**src/format_spec_usage_scanner_defines.svh**
```systemverilog
// ----------------------------------------------------------------------------
// Format spec usage scanner - assertion macros
// Shared concurrent assertion forms used at the end of the top level.
// ----------------------------------------------------------------------------
`ifndef FORMAT_SPEC_USAGE_SCANNER_DEFINES_SVH
`define FORMAT_SPEC_USAGE_SCANNER_DEFINES_SVH

// same-cycle implication, disabled while reset is held
`define FSUS_ASSERT_IMPL(lbl, clk, rstn, ante, cons, msg) \
    lbl: assert property (@(posedge clk) disable iff (!(rstn)) (ante) |-> (cons)) \
        else $error(msg);

// next-cycle implication, disabled while reset is held
`define FSUS_ASSERT_NEXT(lbl, clk, rstn, ante, cons, msg) \
    lbl: assert property (@(posedge clk) disable iff (!(rstn)) (ante) |=> (cons)) \
        else $error(msg);

`endif

```
**src/fsus_pkg.sv**
```systemverilog
// ----------------------------------------------------------------------------
// fsus_pkg
// Types, phase codes and the conversion table of the format spec scanner.
// ----------------------------------------------------------------------------
`default_nettype none

package fsus_pkg;

    localparam int CH_W    = 8;
    localparam int MASK_W  = 31;
    localparam int LEVEL_W = 2;
    localparam int PHASE_W = 3;
    localparam int TBL_LEN = 21;
    localparam int TDATA_W = 40;

    localparam logic [PHASE_W-1:0] PH_TEXT    = 3'd0;
    localparam logic [PHASE_W-1:0] PH_PCT     = 3'd1;
    localparam logic [PHASE_W-1:0] PH_FLAGS   = 3'd2;
    localparam logic [PHASE_W-1:0] PH_DIGITS  = 3'd3;
    localparam logic [PHASE_W-1:0] PH_H1      = 3'd4;
    localparam logic [PHASE_W-1:0] PH_CONV    = 3'd5;
    localparam logic [PHASE_W-1:0] PH_BRACKET = 3'd6;

    localparam logic [MASK_W-1:0]  WIDTH_BIT = 31'h4000_0000;
    localparam logic [LEVEL_W-1:0] LEVEL_STD = 2'd2;

    typedef struct packed {
        logic [PHASE_W-1:0] phase;
        logic               long_seen;
        logic [MASK_W-1:0]  mask;
        logic [LEVEL_W-1:0] level;
    } t_state;

    localparam t_state STATE_RESET = '{
        phase:     PH_TEXT,
        long_seen: 1'b0,
        mask:      '0,
        level:     2'd1
    };

    typedef struct packed {
        logic [CH_W-1:0]    code;
        logic [LEVEL_W-1:0] level;
        logic [MASK_W-1:0]  short_mask;
        logic [MASK_W-1:0]  long_mask;
    } t_conv_entry;

    // table lookup result handed to the parser
    typedef struct packed {
        logic               hit;
        logic [LEVEL_W-1:0] level;
        logic [MASK_W-1:0]  short_mask;
        logic [MASK_W-1:0]  long_mask;
    } t_conv_hit;

    localparam t_conv_entry CONV_TBL [TBL_LEN] = '{
        '{8'h64, 2'd1, 31'h0000_0001, 31'h0000_1000},  // d
        '{8'h75, 2'd1, 31'h0000_0002, 31'h0000_2000},  // u
        '{8'h78, 2'd2, 31'h0000_0004, 31'h0000_4000},  // x
        '{8'h58, 2'd2, 31'h0000_0008, 31'h0000_8000},  // X
        '{8'h6F, 2'd2, 31'h0000_0010, 31'h0001_0000},  // o
        '{8'h6E, 2'd2, 31'h0000_0020, 31'h0002_0000},  // n
        '{8'h69, 2'd2, 31'h0000_0040, 31'h0004_0000},  // i
        '{8'h70, 2'd2, 31'h0000_0080, 31'h0008_0000},  // p
        '{8'h42, 2'd2, 31'h0000_0100, 31'h0010_0000},  // B
        '{8'h73, 2'd1, 31'h0000_0200, 31'h0000_0000},  // s
        '{8'h53, 2'd3, 31'h0200_0200, 31'h0000_0000},  // S
        '{8'h63, 2'd1, 31'h0000_0400, 31'h0000_0000},  // c
        '{8'h5B, 2'd0, 31'h0020_0000, 31'h0000_0000},  // [
        '{8'h61, 2'd0, 31'h0040_0000, 31'h0000_0000},  // a
        '{8'h41, 2'd0, 31'h0080_0000, 31'h0000_0000},  // A
        '{8'h65, 2'd3, 31'h0100_0000, 31'h0100_0000},  // e
        '{8'h45, 2'd3, 31'h0200_0000, 31'h0200_0000},  // E
        '{8'h66, 2'd3, 31'h0400_0000, 31'h0400_0000},  // f
        '{8'h46, 2'd3, 31'h0800_0000, 31'h0800_0000},  // F
        '{8'h67, 2'd3, 31'h1000_0000, 31'h1000_0000},  // g
        '{8'h47, 2'd3, 31'h2000_0000, 31'h2000_0000}   // G
    };

endpackage

`default_nettype wire

```
**src/format_spec_usage_scanner.sv**
```systemverilog
// A zero byte is held in the input register, then its result word is loaded
// into the result register, unless the input stage stalls on a waiting result.
// Throughput: one byte per cycle while the input stage is not stalled; the parser
// state updates in a single pass between the input register and the result register.
// The input stage stalls only when it holds a zero byte while a result waits.
// Reset (synchronous, active low) empties both registers and returns the
// scanner to plain text with mask zero and level one.
// ----------------------------------------------------------------------------
// format_spec_usage_scanner
// Streams a format string and reports the conversions and level it needs.
// ----------------------------------------------------------------------------
`default_nettype none

`include "format_spec_usage_scanner_defines.svh"

module format_spec_usage_scanner (
    input  wire logic                             i_clk,
    input  wire logic                             i_rst_n,
    input  wire logic                             i_s_tvalid,
    output logic                                  o_s_tready,
    input  wire logic [7:0]                       i_s_tdata,   // [7:0] ch
    output logic                                  o_m_tvalid,
    input  wire logic                             i_m_tready,
    output logic [fsus_pkg::TDATA_W-1:0]          o_m_tdata    // [30:0] format_mask,
                                                               // [32:31] complexity
);

    logic                          r_in_valid;
    logic [fsus_pkg::CH_W-1:0]     r_in_ch;
    fsus_pkg::t_state              r_state;
    fsus_pkg::t_state              n_state;
    logic                          r_out_valid;
    logic [fsus_pkg::MASK_W-1:0]   r_out_mask;
    logic [fsus_pkg::LEVEL_W-1:0]  r_out_level;

    logic emit;
    logic advance;

    fsus_parser u_parser (
        .i_ch    (r_in_ch),
        .i_state (r_state),
        .o_state (n_state),
        .o_emit  (emit)
    );

    // held word moves on unless it is a result and the output slot is blocked
    assign advance    = r_in_valid && (!emit || !r_out_valid || i_m_tready);
    assign o_s_tready = i_rst_n && (!r_in_valid || advance);

    always_ff @(posedge i_clk) begin
        if (!i_rst_n) begin
            r_in_valid  <= 1'b0;
            r_out_valid <= 1'b0;
            r_state     <= fsus_pkg::STATE_RESET;
        end else begin
            if (i_s_tvalid && o_s_tready) begin
                r_in_valid <= 1'b1;
            end else if (advance) begin
                r_in_valid <= 1'b0;
            end
            if (advance) begin
                r_state <= n_state;
            end
            if (advance && emit) begin
                r_out_valid <= 1'b1;
            end else if (i_m_tready) begin
                r_out_valid <= 1'b0;
            end
        end
    end

    always_ff @(posedge i_clk) begin
        if (i_s_tvalid && o_s_tready) begin
            r_in_ch <= i_s_tdata;
        end
        if (advance && emit) begin
            r_out_mask  <= r_state.mask;
            r_out_level <= r_state.level;
        end
    end

    assign o_m_tvalid = r_out_valid;
    assign o_m_tdata  = {{(fsus_pkg::TDATA_W - fsus_pkg::MASK_W - fsus_pkg::LEVEL_W){1'b0}},
                         r_out_level, r_out_mask};

    `FSUS_ASSERT_NEXT(a_emit_loads_out, i_clk, i_rst_n,
        advance && emit, r_out_valid, "result word lost")
    `FSUS_ASSERT_NEXT(a_emit_resets_state, i_clk, i_rst_n,
        advance && emit, r_state == fsus_pkg::STATE_RESET, "state not cleared after result")
    `FSUS_ASSERT_IMPL(a_level_nonzero, i_clk, i_rst_n,
        1'b1, r_state.level != '0, "level dropped to zero")
    `FSUS_ASSERT_IMPL(a_stall_on_full, i_clk, i_rst_n,
        r_in_valid && emit && r_out_valid && !i_m_tready, !o_s_tready && !advance,
        "input taken while result blocked")

endmodule

`default_nettype wire

```
**src/fsus_conv_lookup.sv**
```systemverilog
// ----------------------------------------------------------------------------
// fsus_conv_lookup
// Parallel compare of one byte against all conversion table codes.
// ----------------------------------------------------------------------------
`default_nettype none

module fsus_conv_lookup (
    input  wire logic [fsus_pkg::CH_W-1:0] i_ch,
    output fsus_pkg::t_conv_hit            o_hit
);

    // codes are distinct, so at most one entry matches and OR-ing is a mux
    always_comb begin
        o_hit = '0;
        for (int i = 0; i < fsus_pkg::TBL_LEN; i++) begin
            if (fsus_pkg::CONV_TBL[i].code == i_ch) begin
                o_hit.hit        = 1'b1;
                o_hit.level      = o_hit.level | fsus_pkg::CONV_TBL[i].level;
                o_hit.short_mask = o_hit.short_mask | fsus_pkg::CONV_TBL[i].short_mask;
                o_hit.long_mask  = o_hit.long_mask | fsus_pkg::CONV_TBL[i].long_mask;
            end
        end
    end

endmodule

`default_nettype wire

```
**src/fsus_parser.sv**
```systemverilog
// ----------------------------------------------------------------------------
// fsus_parser
// Next-state logic of the specifier scanner for one byte.
// ----------------------------------------------------------------------------
`default_nettype none

module fsus_parser (
    input  wire logic [fsus_pkg::CH_W-1:0] i_ch,
    input  fsus_pkg::t_state               i_state,
    output fsus_pkg::t_state               o_state,
    output logic                           o_emit
);

    fsus_pkg::t_conv_hit conv;

    logic is_letter;
    logic is_digit;
    logic is_flag;
    logic is_pct;

    fsus_pkg::t_state st_conv_s;   // on_conv, short masks
    fsus_pkg::t_state st_conv_l;   // on_conv, long masks when long_seen
    fsus_pkg::t_state st_len;      // on_length
    fsus_pkg::t_state st_width;    // width bit marked

    fsus_conv_lookup u_lookup (
        .i_ch  (i_ch),
        .o_hit (conv)
    );

    assign is_letter = (i_ch >= 8'h61 && i_ch <= 8'h7A) || (i_ch >= 8'h41 && i_ch <= 8'h5A);
    assign is_digit  = (i_ch >= 8'h30 && i_ch <= 8'h39);
    assign is_flag   = (i_ch == 8'h2D) || (i_ch == 8'h30) || (i_ch == 8'h2B) ||
                       (i_ch == 8'h20) || (i_ch == 8'h2A) || (i_ch == 8'h2E);
    assign is_pct    = (i_ch == 8'h25);

    always_comb begin
        // conversion byte, short form
        st_conv_s           = i_state;
        st_conv_s.long_seen = 1'b0;
        if (conv.hit) begin
            st_conv_s.mask  = i_state.mask | conv.short_mask;
            st_conv_s.level = (i_state.level < conv.level) ? conv.level : i_state.level;
            st_conv_s.phase = (i_ch == 8'h5B) ? fsus_pkg::PH_BRACKET : fsus_pkg::PH_TEXT;
        end else begin
            // no match: rescan as text
            st_conv_s.phase = is_pct ? fsus_pkg::PH_PCT : fsus_pkg::PH_TEXT;
        end

        st_conv_l = st_conv_s;
        if (conv.hit && i_state.long_seen) begin
            st_conv_l.mask = i_state.mask | conv.long_mask;
        end

        // length modifier, falling back to conversion
        st_len = st_conv_s;
        if (i_ch == 8'h6C) begin
            st_len           = i_state;
            st_len.level     = (i_state.level < fsus_pkg::LEVEL_STD) ? fsus_pkg::LEVEL_STD
                                                                     : i_state.level;
            st_len.long_seen = 1'b1;
            st_len.phase     = fsus_pkg::PH_CONV;
        end else if (i_ch == 8'h68) begin
            st_len       = i_state;
            st_len.phase = fsus_pkg::PH_H1;
        end else if (i_ch == 8'h7A) begin
            st_len           = i_state;
            st_len.long_seen = 1'b0;
            st_len.phase     = fsus_pkg::PH_CONV;
        end

        st_width       = i_state;
        st_width.mask  = i_state.mask | fsus_pkg::WIDTH_BIT;
        st_width.level = (i_state.level < fsus_pkg::LEVEL_STD) ? fsus_pkg::LEVEL_STD
                                                               : i_state.level;
    end

    always_comb begin
        o_emit  = 1'b0;
        o_state = i_state;
        if (i_ch == '0) begin
            o_emit  = 1'b1;
            o_state = fsus_pkg::STATE_RESET;
        end else begin
            unique case (i_state.phase)
                fsus_pkg::PH_PCT: begin
                    if (is_flag) begin
                        o_state       = st_width;
                        o_state.phase = fsus_pkg::PH_FLAGS;
                    end else if (is_digit) begin
                        o_state       = st_width;
                        o_state.phase = fsus_pkg::PH_DIGITS;
                    end else begin
                        o_state = st_len;
                    end
                end
                fsus_pkg::PH_FLAGS: begin
                    if (is_letter) o_state = st_len;
                end
                fsus_pkg::PH_DIGITS: begin
                    if (!(is_digit || i_ch == 8'h2E)) o_state = st_len;
                end
                fsus_pkg::PH_H1: begin
                    if (i_ch == 8'h68) begin
                        o_state.long_seen = 1'b0;
                        o_state.phase     = fsus_pkg::PH_CONV;
                    end else begin
                        o_state = st_conv_s;
                    end
                end
                fsus_pkg::PH_CONV: begin
                    o_state = st_conv_l;
                end
                fsus_pkg::PH_BRACKET: begin
                    if (i_ch == 8'h5D) o_state.phase = fsus_pkg::PH_TEXT;
                end
                default: begin
                    o_state.phase = is_pct ? fsus_pkg::PH_PCT : fsus_pkg::PH_TEXT;
                end
            endcase
        end
    end

endmodule

`default_nettype wire
```
**config.mk**
```make
export PLATFORM = sky130hd
export DESIGN_NAME = format_spec_usage_scanner
export DESIGN_NICKNAME = d
export VERILOG_FILES = /design/src/fsus_pkg.sv /design/src/format_spec_usage_scanner.sv /design/src/fsus_conv_lookup.sv /design/src/fsus_parser.sv
export VERILOG_INCLUDE_DIRS = /design/src /design/src/src
export SDC_FILE = /design/constraint.sdc
export NUM_CORES = 1
export LEC_CHECK = 0
export BUFFER_PORTS_ARGS = -buffer_cell sky130_fd_sc_hd__buf_2
export CAP_MARGIN = 5
export CORE_MARGIN = 2
export CORE_UTILIZATION = 51
export DETAILED_ROUTE_END_ITERATION = 16
export PLACE_DENSITY = 0.75
export SLEW_MARGIN = 20
export SYNTH_ARGS = -nofsm -noshare
export SYNTH_HDL_FRONTEND = slang
export SYNTH_SLANG_ARGS = --single-unit
export TNS_END_PERCENT = 20
```
**constraint.sdc**
```tcl
create_clock -name i_clk -period 2.8 [get_ports i_clk]
set_input_delay 0 -clock i_clk [delete_from_list [all_inputs] [get_ports i_clk]]
set_output_delay 0 -clock i_clk [all_outputs]
set_load 0.02 [all_outputs]
```
Word level (Yosys, flattened, before mapping)
Cells that the tools add are included.

Flip-flop bits (word level): 80. Bits of input ports: 12. Output and inout port bits: 42.

Bitwise operators: 2. Multiplexer cells: 46. Reductions and logical operators: 29. Magnitude comparators: 8. Equality and inequality tests: 45.

Operator list (count): 65-bit two-way mux (21); 37-bit two-way mux (8); 34-bit case mux with 5 select lines (1); 7-bit by 8-bit equality test with 1-bit output (first input constant) (21); 33-bit two-way mux (2); 31-bit OR (2); 8-bit by 6-bit equality test with 1-bit output (second input constant) (7); 8-bit by 7-bit equality test with 1-bit output (second input constant) (5); 31-bit two-way mux (1); 3-bit case mux with 6 select lines (1); 8-bit by 7-bit >= comparator with 1-bit output (second input constant) (2); 8-bit by 7-bit <= comparator with 1-bit output (second input constant) (2); 1-bit logical OR (10); 3-bit equality test (second input constant) (3); 3-bit two-way mux (3); 3-bit != test (second input constant) (3); 8-bit by 6-bit >= comparator with 1-bit output (second input constant) (1); 8-bit by 6-bit <= comparator with 1-bit output (second input constant) (1); 1-bit logical AND (8); 8-bit zero test (1); 7-bit AND reduction (1); 3-bit by 2-bit equality test with 1-bit output (second input constant) (2); 1-bit two-way mux (6); 3-bit by 1-bit != test with 1-bit output (second input constant) (2); 12 further kinds (16).

Longest topological paths before layout
Depth in word-level cells: 32. Gate-level depth with buffers: 11.

Hierarchy
Synthesis repeated with hierarchy kept, for this count alone.

Cells, all modules: 703. Area total of the unflattened synthesis: 5843.1 µm².

Modules (own cells, without submodules): format_spec_usage_scanner (times used 1, area each 2880.3 µm², cells each 222, seq. area each 2011.9 µm²); fsus_parser (times used 1, area each 2234.6 µm², cells each 366, seq. area each 0.0 µm²); fsus_conv_lookup (times used 1, area each 728.2 µm², cells each 115, seq. area each 0.0 µm²).

Least setup slack after synthesis
Ideal clock, no wire load.

Kind: register to register. Start: reg r_in_ch[0] in the netlist's numbering. End: reg r_state[0] in the netlist's numbering. Period minus slack after synthesis: 2.600 ns. Cell stages (with the launch flop): 11. Setup time: 0.059 ns. Path slack: 0.200 ns. Data arrival time: 2.540 ns. Required time: 2.741 ns. Cell sequence: edfxtp_1 or2_1 buf_6 or4_1 o211a_1 a21boi_0 ha_1 nand2b_1 o21ai_0 a2111oi_0 o31a_1.

Cells in the longest elaborated chain, start to end: 32.

Ends and longest elaborated chain: start, declared (line format_spec_usage_scanner.sv:29) `logic [fsus_pkg::CH_W-1:0] r_in_ch;`; start signal, assigned (line format_spec_usage_scanner.sv:74) `r_in_ch <= i_s_tdata;`; 7-bit by 8-bit equality test with 1-bit output (line fsus_conv_lookup.sv:16) `if (fsus_pkg::CONV_TBL[i].code == i_ch) begin`; 65-bit two-way mux (21 in a row) (line fsus_conv_lookup.sv:16); 2-bit less-than comparator (line fsus_parser.sv:43) `st_conv_s.level = (i_state.level < conv.level) ? conv.level : i_state.level;`; 2-bit two-way mux (line fsus_parser.sv:43); 33-bit two-way mux (line fsus_parser.sv:41) `if (conv.hit) begin`; 37-bit two-way mux (line fsus_parser.sv:66) `end else if (i_ch == 8'h7A) begin`; 37-bit two-way mux (line fsus_parser.sv:63) `end else if (i_ch == 8'h68) begin`; 37-bit two-way mux (line fsus_parser.sv:57) `if (i_ch == 8'h6C) begin`; 37-bit two-way mux (line fsus_parser.sv:90) `end else if (is_digit) begin`; 37-bit two-way mux (line fsus_parser.sv:87) `if (is_flag) begin`; 34-bit case mux with 5 select lines (line fsus_parser.sv:85) `unique case (i_state.phase)`; 37-bit two-way mux (line fsus_parser.sv:81) `if (i_ch == '0) begin`; end signal, assigned (line format_spec_usage_scanner.sv:54) `r_state <= fsus_pkg::STATE_RESET;`; end signal, assigned (line format_spec_usage_scanner.sv:62) `r_state <= n_state;`; end, declared (line format_spec_usage_scanner.sv:30) `fsus_pkg::t_state r_state;`.

Parallel ways exist; a longest one is shown, timed or not. The select of a mux whose other input is x is not followed. A chain may end at the register's enable or synchronous reset.

Final worst setup path
Ends and elaborated chain as after synthesis.

==> impl_metrics.env <==
export IMPL_worstSetupPathType="reg2reg"
export IMPL_r2r_end="r_state[0]"
export IMPL_cp_top_family="simple AND/OR/NAND/NOR gates"
export IMPL_finalHoldViolations=0
export IMPL_setup_viol=0
export IMPL_n_antenna_cell=0
export IMPL_htree_levels=3
export IMPL_coreArea_um2=6910
export IMPL_crit_chain="or2_1 > or4_1 > o211a_1 > a21boi_0 > ha_1 > nand2b_1 > o21ai_2 > a21oi_1 > o31a_1"
export IMPL_yosysWarningCount=0
export IMPL_grt_pass1_vias=2859
export IMPL_end_kind="flop"
export IMPL_start_kind="flop"
export IMPL_layout_drive_gt1_share_pct=24.1
export IMPL_clkLatencyLatePin_ns=0.34
export IMPL_fin_crit_sh_pct=95.7
export IMPL_pwr_density_cell_nw_per_um2=531
export IMPL_multi_input_area_um2=1550
export IMPL_reg2regPathDepth=9
export IMPL_slew_viol_final=0
export IMPL_ios=54
export IMPL_die_y_um=89.0
export IMPL_cts_tree="built"
export IMPL_syn_to_final_growth_pct=21.8
export IMPL_leakage_uw=0.00155
export IMPL_fin_nets=448
export IMPL_tightest_slew_ns=0.560
export IMPL_finalWirelength_um=9070
export IMPL_required_ns=3.04
export IMPL_grt_start_max_net_pins=30
export IMPL_max_freq_mhz=373
export IMPL_syn_avg_cell_area_um2=10.2
export IMPL_path_clk_slew_ns=0.08
export IMPL_antenna_found_initial=0
export IMPL_routed_via_density=5.88
export IMPL_ant_nets=0
export IMPL_layout_min_cycle_time_ns=2.68
export IMPL_fp_dieW_um=89.0
export IMPL_ys_ff_latch=78
export IMPL_initial_core_util_pct=53.4
export IMPL_hold_depth=2
export IMPL_num_rows=30
export IMPL_firstDrtPassIters=5
export IMPL_cts_sinks=78
export IMPL_setup_tns_final_ns=0
export IMPL_async_flop_share_pct=0
export IMPL_root_buffer="clkbuf_8"
export IMPL_fill_cells=590
export IMPL_dpl_hpwl_um=6490
export IMPL_place_congestion=0.932
export IMPL_status="finished, final reports clean"
export IMPL_max_cap_viol_count=0
export IMPL_gr_usage_all_layers_pct=24.0
export IMPL_vias=3148
export IMPL_relSlewSlack_pct=62.6
export IMPL_grt_pass1_wl_um=14200
export IMPL_synth_ff_type="edfxtp_1"
export IMPL_cp_max_fo=9
export IMPL_critPathBufInv=0
export IMPL_ys_types=66
export IMPL_r2r_slack_ns=0.12
export IMPL_crit_slowest_cell="edfxtp_1"
export IMPL_cts_made_buffers=9
export IMPL_yosysSeqAreaShare_pct=53.2
export IMPL_synth_edf_count=40
export IMPL_overflow=0
export IMPL_drc=0
export IMPL_hold_path_endpoint="r_in_valid"
export IMPL_seq_area_um2=1960
export IMPL_wl_per_cell_um=17.0
export IMPL_irDropWorstVdd_mv=0.306
export IMPL_skew_ns=0.00919
export IMPL_syn_inst=363
export IMPL_hp_start="i_rst_n"
export IMPL_total_power_uw=2380
export IMPL_drt_iter0_drc=237
export IMPL_reg2reg_from="r_in_ch[0]"
export IMPL_rsz0062_at_grt="true"
export IMPL_cpPeakStageDelay_ns=0.51
export IMPL_critPathArrivalTime_ns=2.92
export IMPL_numPortBuffers=45
export IMPL_clockBufferDepth=2
export IMPL_min_path_type="in2reg"
export IMPL_synth_area_um2=3690
export IMPL_die_area_um2=7920
## how the worst max path moves through the flow
stage / depth (start not counted) / start / endpoint
after detailed placement: 9 / r_in_ch[7] / r_state[0]
after floorplan: 10 / r_in_ch[0] / r_state[0]
after CTS: 9 / r_in_ch[0] / r_state[0]
final: 9 / r_in_ch[0] / r_state[0]
after global placement: 8 / r_in_ch[3] / r_state[18]
after global routing: 8 / r_in_ch[2] / r_state[24]
## routing by layer
layer	global-route usage, %	part of all wire [%]
met3	5.17	6.3
met1	30.9	42
met4	8.55	1.7
met5	0	0
met2	40.0	50
## what timing repair did
action	CTS	global route
endpoints found under the hold margin	9	0
setup buffers	0	4
endpoints found under the setup margin	1	3
hold buffers	9	0
gates resized for setup	1	5
## Yosys cell counts (all sizes together) (3+ instances only)
cell type / count / area [µm²]
nand3: 10 / 50.1
inv: 8 / 30.0
a31o: 3 / 26.3
a31oi: 12 / 75.1
nor2b: 7 / 43.8
clkbuf: 18 / 67.6
and2: 7 / 43.8
edfxtp: 40 / 1200
o21ai: 14 / 73.8
nor2: 43 / 161
o211ai: 3 / 22.5
a221o: 3 / 30.0
buf: 16 / 128
dfxtp: 38 / 761
nand4b: 3 / 26.3
nand2: 22 / 82.6
nor4: 11 / 81.3
a21oi: 12 / 60.1
a21o: 3 / 22.5
nand2b: 10 / 62.6
a2111oi: 3 / 26.3
o21a: 14 / 105
nand4: 4 / 25.0
nor3: 5 / 25.0
or4: 3 / 22.5
nand3b: 4 / 30.0
o211a: 3 / 30.0
a21boi: 5 / 37.5
## registers in the layout (all words and copies together) (netlist names)
register	cells
r_state	36
r_in_valid	1
r_out_level	2
r_out_mask	30
r_in_ch	8
o_m_tvalid	1
## power breakdown
part | internal (µW) | total, µW | switching, µW
combinational | 86.9 | 209 | 122
sequential | 1200 | 1220 | 20.2
clock | 533 | 953 | 420
## metrics by stage
step                setup WS, ns  util (%)  area (µm²)  hold WS, ns  std cells
global placement           0.140      59.6        4120        0.177        506
floorplan                  0.200         -        3710       0.0989        370
global route            -0.00967      65.0        4490       0.0259        535
CTS                       0.0264      64.3        4440      0.00344        531
finish                     0.120      65.0        4490       0.0154        535
detailed placement      -0.00315      59.6        4120        0.178        506
## layout by cell type (no fill, tap or decap), types with 11 or more instances in the layout
master / instances
nor2_1: 43
edfxtp_1: 40
o21ai_0: 11
dfxtp_1: 38
a21oi_1: 12
a31oi_1: 12
buf_4: 30
nand2_1: 22
o21a_1: 14
buf_2: 45
## cells by family (layout without fill, tap and decap cells)
logic type      after synthesis  after routing  synth area share [%]
buf+inv                      42            111                  6.11
fa+ha+maj                     2              2                 0.679
flops                        78             78                  53.2
other cells                   1              8                 0.102
xor+xnor                      2              2                 0.475
mux                           1              1                 0.272
simple gates                141            141                  20.4
compound gates               96             96                  18.8
## final cells by class
class | instances | share of cell area [%]
timing repair buffer | 87 | 13.4
clock buffer | 10 | 3.07
inverter | 8 | 0.669
clock inverter | 6 | 2.03
multi-input combinational | 250 | 34.5
tap | 96 | 2.68
sequential | 78 | 43.7
No activity file was read; power rests on OpenSTA's default activity.
